[src/hdl/mmt_pkg.sv]
package mmt_pkg;

	localparam int VALUES      = 1024;
	localparam int BLOCK       = 32;
	localparam int COUNT_BITS  = 16;

	localparam int NBLOCKS     = (VALUES + BLOCK - 1) / BLOCK;
	localparam int VAL_W       = $clog2(VALUES);
	localparam int OFF_W       = $clog2(BLOCK);
	localparam int BLK_W       = VAL_W - OFF_W;
	localparam int IN_W        = 12;
	localparam int LIMIT_W     = 11;
	localparam int FIFO_DEPTH  = 2;
	localparam int FIFO_PTR_W  = $clog2(FIFO_DEPTH);
	localparam int FIFO_CNT_W  = $clog2(FIFO_DEPTH + 1);

	localparam logic [LIMIT_W-1:0]    LIMIT_RESET = LIMIT_W'(1024);
	localparam logic [LIMIT_W-1:0]    LIMIT_VALUES = LIMIT_W'(VALUES);
	localparam logic [COUNT_BITS-1:0] COUNT_MAX = '1;

	localparam logic MODE_ADD    = 1'b0;
	localparam logic MODE_REMOVE = 1'b1;

	typedef struct packed {
		logic             mode;
		logic             oor;
		logic [VAL_W-1:0] idx;
	} item_t;

endpackage

[src/hdl/mmt_front.sv]
module mmt_front (
	input  logic                          clk,
	input  logic                          arst_n,
	input  logic                          push,
	output logic                          full,
	input  logic                          mode,
	input  logic [mmt_pkg::IN_W-1:0]      value,
	input  logic                          cfg_we,
	input  logic [mmt_pkg::LIMIT_W-1:0]   cfg_wdata,
	output logic [mmt_pkg::LIMIT_W-1:0]   eff_limit,
	output logic                          q_valid,
	output mmt_pkg::item_t                q_item,
	input  logic                          q_take
);
	import mmt_pkg::*;

	logic [LIMIT_W-1:0]    limit_q;
	item_t                 fifo_q [FIFO_DEPTH];
	logic [FIFO_PTR_W-1:0] wr_ptr_q;
	logic [FIFO_PTR_W-1:0] rd_ptr_q;
	logic [FIFO_CNT_W-1:0] cnt_q;
	logic                  do_push;
	logic                  do_pop;
	item_t                 item_new;

	assign eff_limit = (limit_q > LIMIT_VALUES) ? LIMIT_VALUES : limit_q;

	always_comb begin
		item_new.mode = mode;
		item_new.oor  = (value >= {1'b0, eff_limit});
		item_new.idx  = value[VAL_W-1:0];
	end

	assign full    = (cnt_q == FIFO_CNT_W'(FIFO_DEPTH));
	assign q_valid = (cnt_q != '0);
	assign q_item  = fifo_q[rd_ptr_q];
	assign do_push = push && !full;
	assign do_pop  = q_take && q_valid;

	always_ff @(posedge clk or negedge arst_n) begin
		if (!arst_n) begin
			limit_q <= LIMIT_RESET;
		end else if (cfg_we) begin
			limit_q <= cfg_wdata;
		end
	end

	always_ff @(posedge clk) begin
		if (do_push) begin
			fifo_q[wr_ptr_q] <= item_new;
		end
	end

	always_ff @(posedge clk or negedge arst_n) begin
		if (!arst_n) begin
			wr_ptr_q <= '0;
			rd_ptr_q <= '0;
			cnt_q    <= '0;
		end else begin
			if (do_push) begin
				wr_ptr_q <= (wr_ptr_q == FIFO_PTR_W'(FIFO_DEPTH - 1)) ? '0 : wr_ptr_q + 1'b1;
			end
			if (do_pop) begin
				rd_ptr_q <= (rd_ptr_q == FIFO_PTR_W'(FIFO_DEPTH - 1)) ? '0 : rd_ptr_q + 1'b1;
			end
			unique case ({do_push, do_pop})
				2'b10:   cnt_q <= cnt_q + 1'b1;
				2'b01:   cnt_q <= cnt_q - 1'b1;
				default: cnt_q <= cnt_q;
			endcase
		end
	end

	a_cnt_bound: assert property (@(posedge clk) disable iff (!arst_n)
		cnt_q <= FIFO_CNT_W'(FIFO_DEPTH))
		else $error("queue count above depth");

	a_pop_nonempty: assert property (@(posedge clk) disable iff (!arst_n)
		(do_pop && !do_push) |=> (cnt_q == $past(cnt_q) - 1'b1))
		else $error("queue count not reduced on transfer out");

	a_oor_limit: assert property (@(posedge clk) disable iff (!arst_n)
		do_push |-> (item_new.oor == (value >= {1'b0, eff_limit})))
		else $error("range class mismatch");

endmodule

[config.mk]
export PLATFORM = sky130hd
export DESIGN_NAME = mmt_front
export DESIGN_NICKNAME = d
export VERILOG_FILES = /design/src/hdl/mmt_pkg.sv /design/src/hdl/mmt_front.sv
export SDC_FILE = /design/constraint.sdc
export NUM_CORES = 1
export LEC_CHECK = 0
export ABC_CLOCK_PERIOD_IN_PS = 2240
export BUFFER_PORTS_ARGS = -buffer_cell sky130_fd_sc_hd__buf_2
export CAP_MARGIN = 15
export CORE_MARGIN = 10
export CORE_UTILIZATION = 53
export CTS_BUF_LIST = sky130_fd_sc_hd__clkbuf_4
export CTS_CLUSTER_DIAMETER = 150
export DETAILED_ROUTE_END_ITERATION = 6
export MAX_ROUTING_LAYER = met4
export PLACE_DENSITY = 0.83
export SLEW_MARGIN = 30
export SYNTH_ARGS = -nofsm -noshare
export SYNTH_HDL_FRONTEND = slang
export SYNTH_SLANG_ARGS = --single-unit
export TNS_END_PERCENT = 20
[constraint.sdc]
create_clock -name clk -period 2.24 [get_ports clk]
set_input_delay 0 -clock clk [delete_from_list [all_inputs] [get_ports clk]]
set_output_delay 0 -clock clk [all_outputs]
set_load 0.005 [all_outputs]
==> metrics.txt, run 1 <==
outcome=finished clean; Core Rows=21; clock sink count=39; period utilization=88.9%; Worst-Margin Slew=575 ps; root buffer cell=clkbuf_4; first-pass GRT wire length=6580 microns; drt pass-1 iters=4; port bufs=53; Setup CP Type=flop to flop; via count=1,228; CTS Hold Bufs=26; largest net degree at the start of global routing=16; DIE AREA=6130 sq um; critical path required time=2330 ps; die height=78.3 microns; Final Hold Viols=0; Seq pwr share=48.3%; setup ws final=249 ps; total gr overflow=0; # setup viols final=0; vias in the first global route=1,410; Fmax=502 MHz; Syn Area/Cell=14.1 sq um; die width=78.3 microns; core area=3310 sq um; internal power=0.00154 W; Yosys reg bits=39; postcts setup bufs=0; FF+latch area=1100 sq um; Initial Util=54.3%; top fanout value on the critical path=11; Synth Cell Area=1800 sq um; Overall Global Routing Usage=13.8%; non-filler instance count after layout=258; max-cap check violation count=0; Worst Hold Class=input pin to flop; post-synth top area cell=edfxtp_1; final instance area=2440 sq um; Switching Fraction=28.4%; post-placement cell area=2110 sq um; routed vias/inst=4.76; Sum Neg Setup Slack=0 ps; multiplexer area fraction after synthesis=13.8%; per-cell routed wire length=14.6 microns; RSZ-0062 raised after global routing=no; total power=0.00216 W; IO Pins=54; max-slew violation count=0; multi-input combinational cell area=636 sq um; layout cells sized above 1=40.6%; Final nets=252; Slew HR=61.7%; Pwr Density=882 nW/um^2; CP Data Arrival Time=2080 ps; P&R area growth vs syn=35.9%; Mapped Cells=128; Post-Synth XOR/XNOR Area=2.43%; Min Clock Period, post-route=1990 ps; Logic pwr share=30.9%; leakage power=1.12 nW; Total Wirelength=3760 microns; initial antenna violation count=0; Synth area leaders=edfxtp_1 40%, dfrtp_1 19%, mux2_2 14%; later-pin clock latency in the skew report=340 ps; Synth Warn #=0; DP Cell Count=224; clock transition at the registers of the reported paths=110 ps; Synth Area in Simple Gates=6.54%; Final ANT Viol Nets=0; CTS H-tree depth=2; clock share of power=20.8%; worst vdd ir=524 uV; Psw=0.000612 W; 1st-iter DRT viols=44; CTS max path bufs=2; share of the synthesized area in the top cell type=40.1%; adder-cell area share of the yosys netlist=8.34%; Mapped Nets=169; pre-CTS WS=241 ps; TritonCTS clock tree=yes; Seq/Total Area, Yosys=61.0%; Ant. Diodes=0; post_cts resized=0; Synth Area in Compound Gates=4.24%; Worst setup SP type=flop; main combinational cell family by area after synthesis=multiplexers; HPWL after DPL=2830 microns; crit end category=flop; CTS Buf Count=5; Clock Skews=5.32 ps; Synth cell types=26; GPL Wtd Cong=0.841; FILL cells=224; DRC violations left=0
## cells in the mapped netlist
cell type  number
a2111oi_4       1
a21o_1          1
a21oi_1         3
a41oi_1         1
and2_4          1
and3_1          1
buf_2           2
buf_4           1
clkbuf_1        1
dfrtp_1        14
dfstp_2         1
edfxtp_1       24
ha_1           12
inv_1          12
mux2_2         22
nand2_1        13
nand2b_1        1
nand3_1         2
nand3b_1        1
nor2_1          3
nor2b_1         2
o21ai_0         2
o31ai_1         1
or2_1           1
xnor2_1         3
xor2_1          2
## routing by layer
layer,up-vias,GRT usage [%],wire length (microns)
met4,0,5.91,77
met5,-,-,0
li1,617,-,-
met2,30,23.8,2050
met3,9,4.78,204
met1,572,13.8,1420
## cells in the final DEF, fill, tap and decap left out, types with 5 or more instances in the layout
master	netlist	layout
clkbuf_4	0	5
ha_1	12	12
inv_1	12	12
dfrtp_1	14	14
dlygate4sd3_1	0	26
edfxtp_1	24	24
nand2_1	13	13
buf_2	2	53
mux2_2	22	22
## cells by family (layout without fill, tap and decap cells)
family,count (synthesis),after routing
AO/OA/AOI/OAI,9,9
XOR/XNOR,5,5
adder cells (fa/ha/maj),12,12
buffers and inverters,16,100
flip-flops,39,39
multiplexers,22,22
AND/OR/NAND/NOR,25,25
## sequential cells by signal (all words and copies together), names as in the netlist
signal / flops
rd_ptr_q: 1
cnt_q: 2
wr_ptr_q: 1
limit_q: 11
fifo_q: 24
## stage by stage
stage | hold slack [ps] | util, %
finish | 5.59 | 73.8
CTS | 2.14 | 73.8
global route | 12.4 | 73.8
global placement | -90.3 | 63.7
floorplan | -296 | -
detailed placement | -83.1 | 63.7
## area by class of cell
class | instances | area share (%)
Clock inverter | 3 | 1.59
Tap cell | 46 | 2.35
Multi-Input combinational cell | 73 | 26.0
Sequential cell | 39 | 44.9
Inverter | 12 | 1.84
Timing Repair Buffer | 80 | 21.8
Clock buffer | 5 | 1.54
## path summary, 6_finish.rpt
kind,start,to,slack [ps],cells past startpoint
worst max-delay path,limit_q[10],fifo_q[1][10],250,6
worst min-delay path,value[11],fifo_q[0][10],6,3
worst max register to register,limit_q[10],fifo_q[1][10],250,6
worst min register to register,cnt_q[1],cnt_q[1],490,1
max in group asynchronous,arst_n,limit_q[10],1870,2
min in group asynchronous,arst_n,limit_q[8],70,2
## power groups by stage
stage,Combinational (W),Sequential [W],Clock (W)
6_report,0.000666,0.00104,0.000449
2_1_floorplan,0.000438,0.00101,0
5_1_grt,0.000748,0.00107,0.000498
3_5_place_dp,0.000641,0.00106,0
3_3_place_gp,0.000619,0.00105,0
4_1_cts,0.000683,0.00105,0.000460
## critical path: stages (launching register included)
cell,delay (ps)
dfstp_2,550
inv_1,140
nand2_1,130
ha_1,250
a21o_1,210
a2111oi_4,330
o31ai_1,140
Note: power is estimated with default switching activity, not from simulation.
==> inputs of run 2 (changes only) <==
CORE_UTILIZATION = 50   (was 53)
PLACE_DENSITY = 0.79   (was 0.83)
==> run 2 against run 1 <==
Compared with the run above:
- hold slack better by 23 ps
- sequential power barely moved
- die area increased by 4.4%
- cell area shrank 0.51%
- global-route usage increased by 0.47 points
- clock power down 23%
- critical endpoint is now fifo_q[0][10]
==> metrics.txt, run 2 (synthesized netlist as in run 1, its figures left out) <==
Initial Util=52.7%; Pwr Density=848 nW/um^2; top fanout value on the critical path=11; Fin Hold WS=29.0 ps; Clock Skews=13.6 ps; DIE AREA=6400 sq um; P&R area growth vs syn=35.2%; first-pass GRT wire length=6820 microns; leakage power=1.12 nW; 1st-iter DRT viols=47; CTS Buf Count=5; Worst Hold Class=input pin to flop; Critical Path Slowest Stage Cell=dfstp_2; post_cts resized=0; DRC violations left=0; Worst setup SP type=flop; Setup CP Type=flop to flop; via count=1,239; max-slew violation count=0; CTS Hold Bufs=27; Sum Neg Setup Slack=0 ps; Most flops, register=fifo_q; core area=3420 sq um; Largest register FFs=24; CTS max path bufs=2; outcome=finished clean; port bufs=53; CP peak stage delay=550 ps; later-pin clock latency in the skew report=340 ps; commonest non-fill, non-tap cells in the layout=53 x buf_2, 27 x dlygate4sd3_1, 24 x edfxtp_1; GPL Wtd Cong=0.797; per-cell routed wire length=15.9 microns; # setup viols final=0; most common cell after layout, fill and taps aside=buf_2; HPWL after DPL=2980 microns; initial antenna violation count=0; postcts setup bufs=0; CP Data Arrival Time=2110 ps; DP Cell Count=224; non-filler instance count after layout=259; Core Rows=21; crit end category=flop; routed vias/inst=4.78; CTS H-tree depth=2; largest registers=fifo_q: 24 flops, limit_q: 11 flops, cnt_q: 2 flops; Ant. Diodes=0; vias in the first global route=1,402; layout cells sized above 1=40.4%; die width=80.0 microns; IO Pins=54; setup ws final=212 ps; Total Wirelength=4130 microns; clock transition at the registers of the reported paths=110 ps; pre-CTS WS=215 ps; total power=0.00206 W; drt pass-1 iters=4; Slew HR=64.2%; CP Cell Sequence=inv_1 -> nand2_1 -> ha_1 -> a21o_1 -> a2111oi_4 -> o31ai_1; total gr overflow=0; Final ANT Viol Nets=0; root buffer cell=clkbuf_4; Fmax=493 MHz; RSZ-0062 raised after global routing=no; die height=80.0 microns; Min Clock Period, post-route=2030 ps; max-cap check violation count=0; Final Hold Viols=0; Worst path top cell family by delay=compound AO/OA/AOI/OAI gates; Overall Global Routing Usage=14.2%; critical path required time=2320 ps; Worst-Margin Slew=537 ps; Final nets=253; period utilization=90.6%; largest net degree at the start of global routing=16; CP bufs+invs=1; worst vdd ir=570 uV; clock sink count=39; TritonCTS clock tree=yes
==> run 2: area by class of cell <==
class | count | area (sq um)
clock buffer | 6 | 45.0
multi-input combinational | 73 | 636
tap | 46 | 57.6
timing repair buffer | 81 | 543
clock inverter | 2 | 8.76
inverter | 12 | 45.0
fill | 254 | 983
sequential | 39 | 1100
==> run 2: metal layers <==
| layer | global-route usage [%] | part of all wire, % | up-vias |
|---|---|---|---|
| met2 | 25.6 | 55 | 36 |
| met4 | 4.75 | 1.1 | 0 |
| li1 | - | - | 617 |
| met3 | 4.28 | 4.4 | 5 |
| met1 | 14.3 | 39 | 581 |
| met5 | - | 0 | - |
==> run 2: worst paths after layout <==
kind,from,endpoint,slack [ps],depth (start not counted)
max,limit_q[10],fifo_q[0][10],210,6
max reg2reg,limit_q[10],fifo_q[0][10],210,6
min reg2reg,cnt_q[1],cnt_q[1],500,1
min,value[11],fifo_q[1][10],30,3
min in group asynchronous,arst_n,rd_ptr_q,90,2
max in group asynchronous,arst_n,limit_q[10],1860,2
==> run 2: worst min-delay path: stages <==
cell and delay (ps):
buf_2 110, a2111oi_4 50, o31ai_1 100
==> run 2: where the power goes <==
| part | internal, W | switching (W) |
|---|---|---|
| clock | 0.000130 | 0.000214 |
| sequential | 0.000942 | 0.000102 |
| combinational | 0.000374 | 0.000301 |
| total | 0.00145 | 0.000617 |
==> run 2: through the flow <==
| step | instance area [sq um] | utilization (%) |
|---|---|---|
| floorplan | 1800 | - |
| global placement | 2110 | 61.7 |
| detailed placement | 2110 | 61.7 |
| CTS | 2430 | 71.2 |
| global route | 2430 | 71.2 |
| finish | 2430 | 71.2 |
